$ cat src/lrrb_pkg.sv
// ----------------------------------------------------------------------------
// lrrb_pkg
// Shared constants for the log record ring buffer: operation codes and the
// fixed widths of the stream fields.
// ----------------------------------------------------------------------------
`default_nettype none

package lrrb_pkg;

    localparam int OP_W    = 2;
    localparam int LEVEL_W = 3;
    localparam int SEQ_W   = 32;
    localparam int DATA_W  = 32;
    localparam int IDX_W   = 6;
    localparam int CNT_W   = 6;
    localparam int DROP_W  = 32;

    localparam int S_TDATA_W = 48;
    localparam int M_TDATA_W = 112;

    localparam logic [OP_W-1:0] OP_PUSH   = 2'd0;
    localparam logic [OP_W-1:0] OP_PEEK   = 2'd1;
    localparam logic [OP_W-1:0] OP_REPLAY = 2'd2;

endpackage

`default_nettype wire

$ cat src/lrrb_ring.sv
// ----------------------------------------------------------------------------
// lrrb_ring
// Record store: single write port, single read port, registered read data.
// Read data holds its value until the next read.
// ----------------------------------------------------------------------------
`default_nettype none

module lrrb_ring #(
    parameter int DEPTH = 16,
    parameter int WIDTH = 67
) (
    input  wire                      aclk,
    input  wire                      wr_en,
    input  wire  [$clog2(DEPTH)-1:0] wr_addr,
    input  wire  [WIDTH-1:0]         wr_data,
    input  wire                      rd_en,
    input  wire  [$clog2(DEPTH)-1:0] rd_addr,
    output logic [WIDTH-1:0]         rd_data
);

    logic [WIDTH-1:0] mem [DEPTH];

    always_ff @(posedge aclk) begin
        if (wr_en) begin
            mem[wr_addr] <= wr_data;
        end
    end

    always_ff @(posedge aclk) begin
        if (rd_en) begin
            rd_data <= mem[rd_addr];
        end
    end

endmodule

`default_nettype wire

$ cat src/log_record_ring_buffer_top.sv
// push: taken, then the result is registered from ST_RESP once the output loads
// peek: one store read if in range, result registered once the output loads
// replay: one store read per cycle while the read stage drains, one record per
// cycle while the output flows (filtered records skip it), then a summary
// next input is taken once the previous input's last result is registered
// reset clears head, fill, counters and the level floor; the store is not cleared
`default_nettype none

module log_record_ring_buffer_top
    import lrrb_pkg::*;
#(
    parameter int RING_DEPTH   = 16,
    parameter int PAYLOAD_BITS = 32
) (
    input  wire                    aclk,
    input  wire                    aresetn,

    input  wire                    cfg_wr_en,
    input  wire  [LEVEL_W-1:0]     cfg_wr_data,   // level floor

    input  wire                    s_tvalid,
    output logic                   s_tready,
    // level, payload, age index, filter bypass, zero fill
    input  wire  [S_TDATA_W-1:0]   s_tdata,
    input  wire  [OP_W-1:0]        s_tuser,       // operation

    output logic                   m_tvalid,
    input  wire                    m_tready,
    // ok, seq_no, out_level, out_payload, replay_count, dropped_count, zero fill
    output logic [M_TDATA_W-1:0]   m_tdata,
    output logic                   m_tuser,       // is_summary
    output logic                   m_tlast
);

    localparam int HEAD_W = $clog2(RING_DEPTH);
    localparam int FILL_W = $clog2(RING_DEPTH + 1);
    localparam int MEM_W  = LEVEL_W + SEQ_W + PAYLOAD_BITS;
    localparam int SUM_W  = IDX_W + 1;

    localparam logic [2:0] ST_IDLE = 3'd0;
    localparam logic [2:0] ST_RESP = 3'd1;
    localparam logic [2:0] ST_PEEK = 3'd2;
    localparam logic [2:0] ST_WALK = 3'd3;
    localparam logic [2:0] ST_SUM  = 3'd4;

    // input fields
    logic [OP_W-1:0]    in_op;
    logic [LEVEL_W-1:0] in_level;
    logic [DATA_W-1:0]  in_payload;
    logic [IDX_W-1:0]   in_index;
    logic               in_bypass;

    assign in_op      = s_tuser;
    assign in_level   = s_tdata[2:0];
    assign in_payload = s_tdata[34:3];
    assign in_index   = s_tdata[40:35];
    assign in_bypass  = s_tdata[41];

    // control state
    logic [2:0]         state_reg, state_next;
    logic [HEAD_W-1:0]  head_reg, head_next;
    logic [FILL_W-1:0]  fill_reg, fill_next;
    logic [SEQ_W-1:0]   seq_reg, seq_next;
    logic [DROP_W-1:0]  drop_reg, drop_next;
    logic [LEVEL_W-1:0] level_floor_reg, level_floor_next;
    logic               bypass_reg, bypass_next;
    logic               resp_ok_reg, resp_ok_next;
    logic [SEQ_W-1:0]   resp_seq_reg, resp_seq_next;
    logic [FILL_W-1:0]  walk_reg, walk_next;
    logic [CNT_W-1:0]   count_reg, count_next;
    logic               pend_valid_reg, pend_valid_next;

    // output register
    logic               m_valid_reg, m_valid_next;
    logic               o_ok_reg, o_ok_next;
    logic [SEQ_W-1:0]   o_seq_reg, o_seq_next;
    logic [LEVEL_W-1:0] o_level_reg, o_level_next;
    logic [DATA_W-1:0]  o_pay_reg, o_pay_next;
    logic               o_summary_reg, o_summary_next;
    logic [CNT_W-1:0]   o_count_reg, o_count_next;
    logic [DROP_W-1:0]  o_drop_reg, o_drop_next;
    logic               o_last_reg, o_last_next;

    // store access
    logic               wr_en;
    logic [MEM_W-1:0]   wr_data;
    logic               rd_en;
    logic [HEAD_W-1:0]  rd_addr;
    logic [MEM_W-1:0]   rd_data;
    logic [63:0]        wr_pay_wide;
    logic [63:0]        rd_pay_wide;
    logic [LEVEL_W-1:0] rd_level;
    logic [SEQ_W-1:0]   rd_seq;

    logic               s_fire;
    logic               out_load;
    logic               ring_full;
    logic [HEAD_W-1:0]  oldest;
    logic [IDX_W-1:0]   age;
    logic [SUM_W-1:0]   slot_sum;
    logic               peek_in_range;
    logic               walk_more;
    logic               pend_pass;
    logic               pend_adv;

    assign s_tready = (state_reg == ST_IDLE);
    assign s_fire   = s_tvalid && s_tready;
    assign out_load = !m_valid_reg || m_tready;

    assign ring_full = (fill_reg == FILL_W'(RING_DEPTH));
    assign oldest    = ring_full ? head_reg : '0;

    // logical age to physical slot, sum stays below twice the depth for every age read
    assign age      = (state_reg == ST_IDLE) ? in_index : IDX_W'(walk_reg);
    assign slot_sum = SUM_W'(oldest) + SUM_W'(age);
    assign rd_addr  = (slot_sum >= SUM_W'(RING_DEPTH))
                    ? HEAD_W'(slot_sum - SUM_W'(RING_DEPTH))
                    : HEAD_W'(slot_sum);

    assign peek_in_range = SUM_W'(in_index) < SUM_W'(fill_reg);
    assign walk_more     = walk_reg < fill_reg;

    assign rd_level    = rd_data[MEM_W-1 -: LEVEL_W];
    assign rd_seq      = rd_data[PAYLOAD_BITS +: SEQ_W];
    assign rd_pay_wide = 64'(rd_data[PAYLOAD_BITS-1:0]);

    // a filtered replay record leaves the read stage without using the output
    assign pend_pass = (state_reg == ST_PEEK) || bypass_reg || (rd_level >= level_floor_reg);
    assign pend_adv  = pend_valid_reg && (!pend_pass || out_load);

    assign rd_en = (s_fire && (in_op == OP_PEEK) && peek_in_range)
                || ((state_reg == ST_WALK) && walk_more && (!pend_valid_reg || pend_adv));

    assign wr_en       = s_fire && (in_op == OP_PUSH);
    assign wr_pay_wide = {32'd0, in_payload};
    assign wr_data     = {in_level, seq_reg, wr_pay_wide[PAYLOAD_BITS-1:0]};

    lrrb_ring #(
        .DEPTH (RING_DEPTH),
        .WIDTH (MEM_W)
    ) u_ring (
        .aclk    (aclk),
        .wr_en   (wr_en),
        .wr_addr (head_reg),
        .wr_data (wr_data),
        .rd_en   (rd_en),
        .rd_addr (rd_addr),
        .rd_data (rd_data)
    );

    always_comb begin
        state_next       = state_reg;
        head_next        = head_reg;
        fill_next        = fill_reg;
        seq_next         = seq_reg;
        drop_next        = drop_reg;
        level_floor_next = cfg_wr_en ? cfg_wr_data : level_floor_reg;
        bypass_next      = bypass_reg;
        resp_ok_next     = resp_ok_reg;
        resp_seq_next    = resp_seq_reg;
        walk_next        = rd_en && (state_reg == ST_WALK) ? walk_reg + FILL_W'(1) : walk_reg;
        count_next       = count_reg;
        pend_valid_next  = rd_en ? 1'b1 : (pend_adv ? 1'b0 : pend_valid_reg);

        m_valid_next   = m_valid_reg && !m_tready;
        o_ok_next      = o_ok_reg;
        o_seq_next     = o_seq_reg;
        o_level_next   = o_level_reg;
        o_pay_next     = o_pay_reg;
        o_summary_next = o_summary_reg;
        o_count_next   = o_count_reg;
        o_drop_next    = o_drop_reg;
        o_last_next    = o_last_reg;

        case (state_reg)
            ST_IDLE: begin
                if (s_fire) begin
                    case (in_op)
                        OP_PUSH: begin
                            seq_next      = seq_reg + 32'd1;
                            head_next     = (head_reg == HEAD_W'(RING_DEPTH - 1))
                                          ? '0 : head_reg + HEAD_W'(1);
                            if (ring_full) begin
                                drop_next = drop_reg + 32'd1;
                            end else begin
                                fill_next = fill_reg + FILL_W'(1);
                            end
                            resp_ok_next  = 1'b1;
                            resp_seq_next = seq_reg;
                            state_next    = ST_RESP;
                        end
                        OP_PEEK: begin
                            if (peek_in_range) begin
                                state_next = ST_PEEK;
                            end else begin
                                resp_ok_next  = 1'b0;
                                resp_seq_next = '0;
                                state_next    = ST_RESP;
                            end
                        end
                        OP_REPLAY: begin
                            bypass_next = in_bypass;
                            walk_next   = '0;
                            count_next  = '0;
                            state_next  = ST_WALK;
                        end
                        default: begin
                            resp_ok_next  = 1'b0;
                            resp_seq_next = '0;
                            state_next    = ST_RESP;
                        end
                    endcase
                end
            end
            ST_RESP: begin
                if (out_load) begin
                    m_valid_next   = 1'b1;
                    o_ok_next      = resp_ok_reg;
                    o_seq_next     = resp_seq_reg;
                    o_level_next   = '0;
                    o_pay_next     = '0;
                    o_summary_next = 1'b0;
                    o_count_next   = '0;
                    o_drop_next    = drop_reg;
                    o_last_next    = 1'b1;
                    state_next     = ST_IDLE;
                end
            end
            ST_PEEK, ST_WALK: begin
                if (pend_adv && pend_pass) begin
                    m_valid_next   = 1'b1;
                    o_ok_next      = 1'b1;
                    o_seq_next     = rd_seq;
                    o_level_next   = rd_level;
                    o_pay_next     = rd_pay_wide[DATA_W-1:0];
                    o_summary_next = 1'b0;
                    o_count_next   = '0;
                    o_drop_next    = drop_reg;
                    o_last_next    = (state_reg == ST_PEEK);
                end
                if (state_reg == ST_PEEK) begin
                    if (pend_adv) begin
                        state_next = ST_IDLE;
                    end
                end else begin
                    if (pend_adv && pend_pass) begin
                        count_next = count_reg + CNT_W'(1);
                    end
                    // walk done once every stored record is read and the read stage drains
                    if (!walk_more && (!pend_valid_reg || pend_adv)) begin
                        state_next = ST_SUM;
                    end
                end
            end
            ST_SUM: begin
                if (out_load) begin
                    m_valid_next   = 1'b1;
                    o_ok_next      = 1'b1;
                    o_seq_next     = '0;
                    o_level_next   = '0;
                    o_pay_next     = '0;
                    o_summary_next = 1'b1;
                    o_count_next   = count_reg;
                    o_drop_next    = drop_reg;
                    o_last_next    = 1'b1;
                    state_next     = ST_IDLE;
                end
            end
            default: begin
                state_next = ST_IDLE;
            end
        endcase
    end

    always_ff @(posedge aclk) begin
        if (!aresetn) begin
            state_reg       <= ST_IDLE;
            head_reg        <= '0;
            fill_reg        <= '0;
            seq_reg         <= '0;
            drop_reg        <= '0;
            level_floor_reg <= '0;
            walk_reg        <= '0;
            count_reg       <= '0;
            pend_valid_reg  <= 1'b0;
            m_valid_reg     <= 1'b0;
        end else begin
            state_reg       <= state_next;
            head_reg        <= head_next;
            fill_reg        <= fill_next;
            seq_reg         <= seq_next;
            drop_reg        <= drop_next;
            level_floor_reg <= level_floor_next;
            walk_reg        <= walk_next;
            count_reg       <= count_next;
            pend_valid_reg  <= pend_valid_next;
            m_valid_reg     <= m_valid_next;
        end
    end

    always_ff @(posedge aclk) begin
        bypass_reg    <= bypass_next;
        resp_ok_reg   <= resp_ok_next;
        resp_seq_reg  <= resp_seq_next;
        o_ok_reg      <= o_ok_next;
        o_seq_reg     <= o_seq_next;
        o_level_reg   <= o_level_next;
        o_pay_reg     <= o_pay_next;
        o_summary_reg <= o_summary_next;
        o_count_reg   <= o_count_next;
        o_drop_reg    <= o_drop_next;
        o_last_reg    <= o_last_next;
    end

    assign m_tvalid = m_valid_reg;
    assign m_tdata  = {6'd0, o_drop_reg, o_count_reg, o_pay_reg, o_level_reg,
                       o_seq_reg, o_ok_reg};
    assign m_tuser  = o_summary_reg;
    assign m_tlast  = o_last_reg;

endmodule

`default_nettype wire

$ cat config.mk
export PLATFORM = sky130hd
export DESIGN_NAME = log_record_ring_buffer_top
export DESIGN_NICKNAME = d
export VERILOG_FILES = /design/src/lrrb_pkg.sv /design/src/lrrb_ring.sv /design/src/log_record_ring_buffer_top.sv
export SDC_FILE = /design/constraint.sdc
export NUM_CORES = 1
export LEC_CHECK = 0
export BUFFER_PORTS_ARGS = -buffer_cell sky130_fd_sc_hd__buf_2
export CORE_UTILIZATION = 60
export DETAILED_ROUTE_END_ITERATION = 10
export GPL_TIMING_DRIVEN = 0
export MAX_ROUTING_LAYER = met4
export PLACE_DENSITY = 0.82
export SETUP_SLACK_MARGIN = 0.05
export SLEW_MARGIN = 40
export SYNTH_ARGS = -nofsm -noshare
export SYNTH_HDL_FRONTEND = slang
export SYNTH_SLANG_ARGS = --single-unit
export TNS_END_PERCENT = 30
$ cat constraint.sdc
create_clock -name aclk -period 9.21 [get_ports aclk]
set_input_delay 1.842 -clock aclk [delete_from_list [all_inputs] [get_ports aclk]]
set_output_delay 1.842 -clock aclk [all_outputs]
set_load 0.02 [all_outputs]
# --- After elaboration in Yosys (flattened, before gate mapping) ---
# Memory sizes are Yosys's and may differ from the RTL's. A register that Yosys moved wholly into a read port is not among the register bits.
# Index checks and enable logic that the tools add are counted.
# W data, S select, Z words.
classes:
  order_cmp: 4
  n_eq_ne: 18
  n_mux: 56
  bitwise: 2
  n_reduce_logical: 39
  n_addsub: 8
ops:
  columns: ["op", "n"]
  rows:
  - ["$mux W32", 7]
  - ["$pmux W32 S3", 2]
  - ["$pmux W32 S2", 2]
  - ["$add A32 B1 Y32 const B", 2]
  - ["$mux W6", 8]
  - ["$mux W5", 4]
  - ["$reduce_and A4 Y1", 5]
  - ["$mux W3", 6]
  - ["$pmux W6 S3", 1]
  - ["$mux W1", 13]
  - ["$mux W4", 3]
  - ["$pmux W6 S2", 1]
  - ["$logic_and A1 B1 Y1", 11]
  - ["$add A5 B1 Y5 const B", 2]
  - ["$ne A2 B2 Y1 const B", 5]
  - ["$pmux W1 S3", 3]
  - ["$pmux W3 S3", 1]
  - ["$reduce_and A3 Y1", 3]
  - ["$add A4 B6 Y7", 1]
  - ["$ge A7 B5 Y1 const B", 1]
  - ["$add A6 B1 Y6 const B", 1]
  - ["$eq A3 B2 Y1 const B", 2]
  - ["$logic_or A1 B1 Y1", 6]
  - ["$lt A6 B5 Y1", 1]
  - ["other kinds (24)", 36]
totals:
  n_memories: 1
  elab_cells: 149
  out_inout_bits: 116
  ff_bits: 234
  ramBits: 1072
mem_list:
  columns: ["name", "words", "word_bits", "read_ports", "rd_ports_with_merged_regs", "write_ports", "line", "source"]
  rows:
  - ["u_ring.mem", 16, 67, 1, 1, 1, "lrrb_ring.sv:21", "logic [WIDTH-1:0] mem [DEPTH];"]

# --- Longest topological paths before layout ---
# Gate-level depths: netlist of run 1.
depth:
  depth_word: 14
  ltp_mapped: 16
  depth_no_buf: 11

# --- Hierarchy ---
# From an unflattened synthesis of run 1, not the netlist that was laid out.
unflattened:
  cells_unflattened: 2631
  hier_area_um2: 52356.5
by_module_without_submodules:
  columns: ["mod", "cells_per_inst", "seq_area_each_um2", "n_inst", "area_per_inst_um2"]
  rows:
  - ["lrrb_ring", 1724, 34202.8, 1, 42075.4]
  - ["log_record_ring_buffer_top", 907, 6105.9, 1, 10281.1]

# --- Least setup slack after synthesis of run 1 ---
# No wires, ideal clock.
synth_timing:
  path_type: "input to register"
  from: "input port s_tuser[0]"
  to: "memory u_ring.mem[1][0] (enable)"
  cell_stages: 8
  path_slack_ns: 0.856
  arrival_ns: 7.780
  setup_ns: 0.574
  path_buffers: 3
  cell_sequence: "inv_1 ha_1 clkbuf_1 and2_1 clkbuf_1 clkbuf_1 nand2_1 nor3_1"
synth_between:
  elab_chain_cells: 4
synth_rtl:
  columns: ["item", "line", "source"]
  rows:
  - ["start, declared", "log_record_ring_buffer_top.sv:25", "input wire [OP_W-1:0] s_tuser,"]
  - ["$logic_not A2 Y1", "log_record_ring_buffer_top.sv:134", "assign wr_en = s_fire && (in_op == OP_PUSH);"]
  - ["$logic_and A1 B1 Y1", "log_record_ring_buffer_top.sv:134", null]
  - ["$mux W1", "lrrb_ring.sv:24", "if (wr_en) begin"]
  - ["$mux W1 (not written as such)", "lrrb_ring.sv:25", "mem[wr_addr] <= wr_data;"]
  - ["end, declared", "lrrb_ring.sv:21", null]
# Every way passes these cells.

# --- Final worst setup path of run 1 ---
layout_timing:
  from: "register fill_reg[1]"
  to: "register u_ring.rd_data[66], read port of u_ring.mem, data pin"
layout_between:
  elab_chain_cells: 5
  elab_cells_between_ends: 12
layout_rtl:
  columns: ["item", "line", "source"]
  rows:
  - ["start, declared", "log_record_ring_buffer_top.sv:62", "logic [FILL_W-1:0] fill_reg, fill_next;"]
  - ["start signal, assigned", "log_record_ring_buffer_top.sv:290", "fill_reg <= fill_next;"]
  - ["$eq A5 B5 Y1", "log_record_ring_buffer_top.sv:110", "assign ring_full = (fill_reg == FILL_W'(RING_DEPTH));"]
  - ["$mux W4", "log_record_ring_buffer_top.sv:111", "assign oldest = ring_full ? head_reg : '0;"]
  - ["$add A4 B6 Y7", "log_record_ring_buffer_top.sv:115", "assign slot_sum = SUM_W'(oldest) + SUM_W'(age);"]
  - ["$ge A7 B5 Y1 / $sub A4 B1 Y4 (equally long branches)", "log_record_ring_buffer_top.sv:116, log_record_ring_buffer_top.sv:117", null]
  - ["$mux W4", "log_record_ring_buffer_top.sv:117", "? HEAD_W'(slot_sum - SUM_W'(RING_DEPTH))"]
  - ["end, declared", "lrrb_ring.sv:18", "output logic [WIDTH-1:0] rd_data"]
# Parallel ways exist; a longest one is shown, timed or not.
# A chain may end at the register's enable or synchronous reset.

==> results, run 1 <==
- The flow ran to the end, and the final reports show no timing, DRC or antenna violations.
- The terminus of the critical flop-to-flop path is u_ring.rd_data[66].
- The number of maximum-capacitance violations is 0.
- Among all cell types in the netlist, the one instantiated most often is sky130_fd_sc_hd__edfxtp_1.
- The worst clock skew on the final layout is 26.29 ps.
- 174 I/O pins were placed.
- Setup repair after global routing left no endpoint under its margin.
- The share of the Yosys chip area taken by registers is 76.23%.
- The length in cells of the worst reg-to-reg path is 17.
- The post-route antenna net violation count is 0.
- Of the total power, registers draw 52.7%.
- In this run the worst path has a maximum fanout of 10.
- The largest registers in the layout are u_ring.mem (1072), u_ring.rd_data (67).
- The CTS sink count is 1373.
- The register with the most flip-flops in the final layout is u_ring.mem.
- Among all flip-flop cells after synthesis, the most frequent one is sky130_fd_sc_hd__edfxtp_1.
- The via density per instance is 6.613.
- The number of flip-flops under the largest register name is 1072.
- The type of destination of the critical path is a flop.
- Across every metal layer, demand over resource in global routing totals 31.02%.
- The region available for standard cell placement spans 0.08702 sq mm.
- The layout cell share with drive strength beyond 1 is 23.83%.
- Counting the buffers created by CTS gives 133.
- The register-to-register path setup slack is 2960 ps.
- The latest clock arrival within the worst-skew pair is 740 ps.
- The synthesized design spends more area on one cell type than any other, namely sky130_fd_sc_hd__edfxtp_1.
- The capture point of the worst path is u_ring.rd_data[66].
- The internal portion of the total power is 10110 uW.
- The average detailed-routed wire length per instance is 29.64 um.
- The remaining max-slew budget at the tightest pin is 38.89%.
- In the synthesized netlist, the number of instances is 2875.
- After synthesis, the cell types taking the most area are sky130_fd_sc_hd__edfxtp_1 73%, sky130_fd_sc_hd__mux4_2 11%, sky130_fd_sc_hd__dfxtp_1 3.5%.
- The detailed-route DRC error count is 0.
- The maximum number of buffers from clock root to sink is 3.
- Detailed placement finished with a half-perimeter wire length of 83190 um.
- The floorplan has 108 rows.
- The number of synthesized flops with an enable pin is 1281.
- The number of inserted filler cells in the final layout is 4978.
- Timing analysis after detailed placement gives a worst setup slack of 2670 ps.
- The share of total power dissipated in combinational logic is 7.4%.
- At the pin with the least slew margin, the transition time is 916.6 ps.
- IR analysis of the VDD net gives a maximum drop of 0.0001977 V.
- The share of total power in the clock network is 39.9%.
- Wires add up to 135100 um.
- The initial standard-cell utilization of the core is 60.76%.
- The register area is 0.04031 sq mm.
- The number of design-rule violations left by the first detailed-router iteration is 4238.
- Gates resized during post-CTS repair numbered 0.
- The arrival time of data at the critical path endpoint is 6700 ps.
- The setup-violating endpoint count in the final report is 0.
- The number of global-route vias before repair came to 30520.
- The first detailed-routing pass ran for 5 iterations.
- The worst path uses 67.84% of the clock period.
- The area of the multi-input gates is 0.01201 sq mm.
- The worst path needs 6248 ps of the cycle, external delays included.
- The hold buffer count at CTS is 0.
- The critical path in this run is classified as flop to flop.
- The source of the worst register-to-register timing path is fill_reg[1].
- The type of element launching the critical path is a flop.
- For this run, the top clock speed supported by timing is 0.1600 GHz.
- The number of hold violations in the final report was 0.
- The die covers 0.08932 sq mm.
- The worst hold path belongs to the class flop to flop.
- The final-report max-slew violation count is 0.
- The static leakage power is 0.02089 uW.
- The pin count of the biggest net entering global routing is 24.
- The commonest cells after synthesis are 1281 x sky130_fd_sc_hd__edfxtp_1, 379 x sky130_fd_sc_hd__nand2_1, 268 x sky130_fd_sc_hd__mux4_2.
- Of the post-synthesis cell area, the dominant cell type holds 72.75%.
- The initial antenna violation count was 3.
- The analysis attributes to net switching a power of 2968 uW.
- The critical path required time is 9660 ps.
- Of all flip-flops after synthesis, the portion carrying an async set or reset was 0%.
- The average instance in the mapped netlist occupies 18.39 sq um.
- The smallest setup slack after layout is 2962 ps.
- The layout net count is 3381.
- The weighted congestion at the end of routability-driven global placement is 0.9058.
- The switching share of power is 22.70%.
- TritonCTS built the clock tree.
- The width of the die is 298.9 um.
- The number of warnings reported in the yosys synthesis log is 0.
- Counting flops and latches in the post-synthesis netlist gives 1373.
- In this run the cell area of the synthesized design comes to 0.05288 sq mm.
- Power spread over the standard cell area amounts to 213.9 mW/mm^2.
- The clock root buffer is sky130_fd_sc_hd__clkbuf_16.
- The number of vias after detailed routing is 30140.
- The overall die height is 298.9 um.
- The worst setup path startpoint is fill_reg[1].
- The first global-routing pass estimated 195300 um of wire.
- The H-tree depth reported by CTS is 4.
- The post-CTS repair timing setup buffer count is 0.
- The final setup TNS is 0 ps.
- The number of port buffers is 161.
- The post-synthesis cell type count is 61.
- The clock slew at the register clock pins of the worst setup and hold paths is 70 ps.
- From synthesis to final layout, the design area changed by 15.63%.
- The total overflow left after global routing is 0.
worst min path at each step:
stage,from,to,slack [ps],cells past startpoint
floorplan,drop_reg[31],o_drop_reg[31],420,0
global placement,drop_reg[7],o_drop_reg[7],460,0
detailed placement,drop_reg[31],o_drop_reg[31],470,0
CTS,drop_reg[7],o_drop_reg[7],480,0
global route,drop_reg[31],o_drop_reg[31],500,0
finish,drop_reg[7],o_drop_reg[7],480,0
cell type report:
class	instances	share of cell area [%]
sequential	1373	65.93
multi-input combinational	1319	19.64
clock buffer	172	5.797
timing repair buffer	280	4.052
tap	1155	2.364
buffer	157	1.111
clock inverter	67	0.8983
inverter	31	0.1903
antenna	4	0.01637
power groups by stage:
| stage | registers, uW | clock network [uW] | logic [uW] |
|---|---|---|---|
| after floorplan | 7080 | 0 | 517 |
| after global placement | 7040 | 0 | 857 |
| after detailed placement | 7020 | 0 | 928 |
| after CTS | 6890 | 5240 | 958 |
| after global routing | 6890 | 5470 | 1010 |
| final | 6890 | 5220 | 965 |
stage by stage:
step | cell area [sq um] | utilization, % | hold slack, ps | power (uW) | std cells
final | 61140 | 70.26 | 484.7 | 13080 | 4558
after global routing | 61140 | 70.25 | 496.0 | 13380 | 4555
after CTS | 61130 | 70.24 | 481.4 | 13090 | 4554
after detailed placement | 57030 | 65.54 | 473.4 | 7949 | 4315
after global placement | 55150 | 63.37 | 458.7 | 7893 | 4196
after floorplan | 52900 | - | 417.2 | 7593 | 2880
kinds of logic (layout without fill, tap and decap cells):
kind of cell | Yosys count | after routing | share of synthesized area, %
compound gates | 204 | 204 | 2.295
xor+xnor | 53 | 53 | 0.9039
fa+ha+maj | 28 | 28 | 0.6767
buf+inv | 188 | 707 | 1.472
flops | 1373 | 1373 | 76.23
mux | 276 | 276 | 11.57
other cells | 1 | 10 | 0.007092
simple gates | 752 | 752 | 6.841
metal layers:
layer | share of wire, % | wire [um] | GRT usage (%) | vias up
met5 | 0 | 0 | - | -
li1 | - | - | - | 12190
met4 | 4.7 | 6371 | 13.81 | 0
met2 | 51 | 68380 | 50.50 | 2284
met3 | 9.7 | 13120 | 5.038 | 401
met1 | 35 | 47210 | 38.78 | 15270
critical path: stages, from the launching register on:
cell and delay (ps):
sky130_fd_sc_hd__dfxtp_1 340, sky130_fd_sc_hd__inv_1 160, sky130_fd_sc_hd__ha_1 170, sky130_fd_sc_hd__nor4bb_1 280, sky130_fd_sc_hd__clkbuf_1 340, sky130_fd_sc_hd__clkbuf_1 390, sky130_fd_sc_hd__and2_1 200, sky130_fd_sc_hd__ha_1 160
sky130_fd_sc_hd__inv_1 60, sky130_fd_sc_hd__fa_1 550, sky130_fd_sc_hd__clkbuf_2 390, sky130_fd_sc_hd__clkbuf_1 690, sky130_fd_sc_hd__clkbuf_2 450, sky130_fd_sc_hd__buf_16 210, sky130_fd_sc_hd__buf_1 630, sky130_fd_sc_hd__mux4_2 340
sky130_fd_sc_hd__nand2_1 60, sky130_fd_sc_hd__a31oi_1 510
placed cells by master, fill, tap and decap left out, types with 57 or more instances in the layout:
cell                        synthesis  layout
sky130_fd_sc_hd__buf_2             25     215
sky130_fd_sc_hd__edfxtp_1        1281    1281
sky130_fd_sc_hd__nand2_1          379     379
sky130_fd_sc_hd__and3_1            83      83
sky130_fd_sc_hd__nor2_1            74      61
sky130_fd_sc_hd__mux4_2           268     268
sky130_fd_sc_hd__o21ai_0           59      57
sky130_fd_sc_hd__a31oi_1           71      71
sky130_fd_sc_hd__clkbuf_16          0     133
sky130_fd_sc_hd__dfxtp_1           92      90
sky130_fd_sc_hd__clkbuf_1         112     136
(Power assumes the default switching activity.)
==> inputs of run 2 (changes only) <==
Clock period 9.21 ns to 5.9 ns, I/O delays scaled along.
==> results, run 2 (synthesized netlist as in run 1, its figures left out) <==
- In the layout the commonest cells are 1281 x sky130_fd_sc_hd__edfxtp_1, 379 x sky130_fd_sc_hd__nand2_1, 268 x sky130_fd_sc_hd__mux4_2.
- The total I/O pin count is 174 (unchanged).
- The smallest hold slack is 488.3 ps (+3.643 ps).
- The number of flip-flops under the largest register name came to 1072 (unchanged).
- The worst setup path is of the flop to flop kind.
- The number of hold violations in the final report is 0 (unchanged).
- The maximum clock frequency is 0.1777 GHz (+11%).
- The part of the cycle the worst path needs is 95.40% (+28 points).
- The actual slew at the worst max-slew pin was 878.2 ps (-38.36 ps).
- The weighted congestion at the end of routability-driven global placement is 0.9240 (+2.0%).
- The average detailed-routed wire length per instance is 29.79 um (+0.52%).
- TritonCTS built the clock tree.
- The clock period minus final worst setup slack is 5628 ps (-620.1 ps).
- The final standard cell utilization of the core is 70.57% (+0.31 points).
- The arrival time of data at the critical path endpoint is 6120 ps (-580 ps).
- The initial antenna violation count is 5 (+2).
- The pin count of the biggest net entering global routing is 24 (unchanged).
- The number of placed instances with taps included is 4300 (-0.35%).
- The number of search-and-repair iterations in the first detailed-routing pass is 7 (+2).
- The type of element launching the critical path is a flop.
- Setup repair after global routing left no endpoint under its margin.
- The largest registers in the layout are u_ring.mem (1072), u_ring.rd_data (67).
- The detailed-route DRC error count is 0 (unchanged).
- The pre-CTS setup slack came to -334.0 ps (-3004 ps).
- The number of port buffers is 161 (unchanged).
- The area enclosed by the die boundary came to 0.08932 sq mm (unchanged).
- The most common cell after layout, fill and taps aside is sky130_fd_sc_hd__edfxtp_1.
- The layout net count was 3365 (-0.47%).
- The largest driver fanout on the critical path came to 10 (unchanged).
- Counting flops per register, the top entry is u_ring.mem.
- The layout cell share with drive strength beyond 1 is 23.55% (-0.28 points).
- The sum of internal, switching and leakage power came to 20620 uW (+58%).
- The peak supply drop is 0.0003337 V (+69%).
- The run finished with clean final reports.
- The number of vias after detailed routing is 30090 (-0.20%).
- The worst clock skew on the final layout was 25.96 ps (-0.3246 ps).
- The critical path required time is 6390 ps (-3270 ps).
- The post-route antenna net violation count is 0 (unchanged).
- The width of the die is 298.9 um (unchanged).
- The power per cell area is 335.8 mW/mm^2 (+57%).
- The post-CTS repair timing setup buffer count is 0 (unchanged).
- The clock root buffer is sky130_fd_sc_hd__clkbuf_16.
- The first-pass GRT wire length is 198400 um (+1.6%).
- The number of maximum-capacitance violations is 0 (unchanged).
- The final-report max-slew violation count came to 0 (unchanged).
- The detailed placement HPWL is 82540 um (-0.79%).
- The overall die height is 298.9 um (unchanged).
- The number of buffers created by CTS is 133 (unchanged).
- The kind of path behind the tightest hold check is flop to flop.
- The number of global-route vias before repair is 30440 (-0.27%).
- The maximum number of buffers from clock root to sink is 3 (unchanged).
- The area of the placeable core is 0.08702 sq mm (unchanged).
- The aggregate global routing overflow is 0 (unchanged).
- The number of design-rule violations left by the first detailed-router iteration is 4159 (-1.9%).
- The total length of routed wires was 135300 um (+0.15%).
- The smallest setup slack after layout came to 271.7 ps (-2690 ps).
- The clock slew at the register clock pins of the worst setup and hold paths was 60 ps (about the same).
- The final instance count without filler cells came to 4541 (-0.37%).
- From synthesis to final layout, the design area changed by 16.15%.
- The static leakage power was 0.02091 uW (about the same).
- The type of destination of the critical path is a flop.
- The setup-violating endpoint count in the final report is 0 (unchanged).
- The remaining max-slew budget at the tightest pin came to 39.94% (+1.0 points).
- The total routing usage reported by global routing is 31.63% (+0.61 points).
- The initial standard-cell utilization of the core is 60.76% (unchanged).
- The H-tree depth reported by CTS is 4 (unchanged).
- The site row count was 108 (unchanged).
- The latest clock arrival within the worst-skew pair came to 730 ps (about the same).
- The via density per instance was 6.625 (+0.18%).
- The CTS sink count is 1373 (unchanged).
## run 2: through the flow
step / instance area, sq um / setup TNS (ps)
floorplan: 52920 / 0
global placement: 55170 / -3488800
detailed placement: 57170 / -4724
CTS: 61400 / 0
global route: 61420 / 0
finish: 61420 / 0
## run 2: timing repair
| item | 4_1_cts | 5_1_grt |
|---|---|---|
| hold buffers | 0 | 0 |
| setup endpoints to repair | 51 | 19 |
| gates resized for setup | 1 | 3 |
## run 2: area by class of cell
class	instances	area [sq um]
inverters	31	116.4
plain buffers	156	675.6
fillers	4876	25610
well taps	1155	1445
multi-input cells	1319	12040
clock buffers	166	3546
repair buffers	265	2594
diodes	2	5.005
flip-flops and latches	1373	40310
clock inverters	74	679.4
## run 2: path summary, 6_finish.rpt
path                 from                 end  slack (ps)  cells after the start
max           fill_reg[1]  u_ring.rd_data[55]         270                     16
min          drop_reg[17]      o_drop_reg[17]         490                      0
max reg2reg   fill_reg[1]  u_ring.rd_data[55]         270                     16
min reg2reg  drop_reg[17]      o_drop_reg[17]         490                      0
## run 2: worst max-delay path, stage by stage (launching register included)
cell and delay, ps:
sky130_fd_sc_hd__dfxtp_1 340, sky130_fd_sc_hd__inv_1 130, sky130_fd_sc_hd__ha_1 160, sky130_fd_sc_hd__nor4bb_1 270, sky130_fd_sc_hd__clkbuf_1 310, sky130_fd_sc_hd__clkbuf_1 400
sky130_fd_sc_hd__and2_1 210, sky130_fd_sc_hd__ha_1 180, sky130_fd_sc_hd__inv_1 80, sky130_fd_sc_hd__fa_2 840, sky130_fd_sc_hd__clkbuf_2 450, sky130_fd_sc_hd__clkbuf_2 380
sky130_fd_sc_hd__buf_16 200, sky130_fd_sc_hd__clkbuf_1 620, sky130_fd_sc_hd__mux4_2 360, sky130_fd_sc_hd__nand2_1 70, sky130_fd_sc_hd__a31oi_1 370
## run 2: power by group
group / internal, uW / leakage, uW / total [uW] / switching (uW)
logic: 545 / 0.00588 / 1520 / 970
clock network: 4750 / 0.00206 / 8350 / 3600
registers: 10700 / 0.0130 / 10800 / 37.0
## run 2: per-layer routing
metal	global-route usage, %	vias to the layer above	wire, um
met2	52.02	2351	68920
met3	5.220	407	13570
met5	-	-	0
li1	-	12140	-
met1	39.43	15190	47020
met4	13.02	0	5769
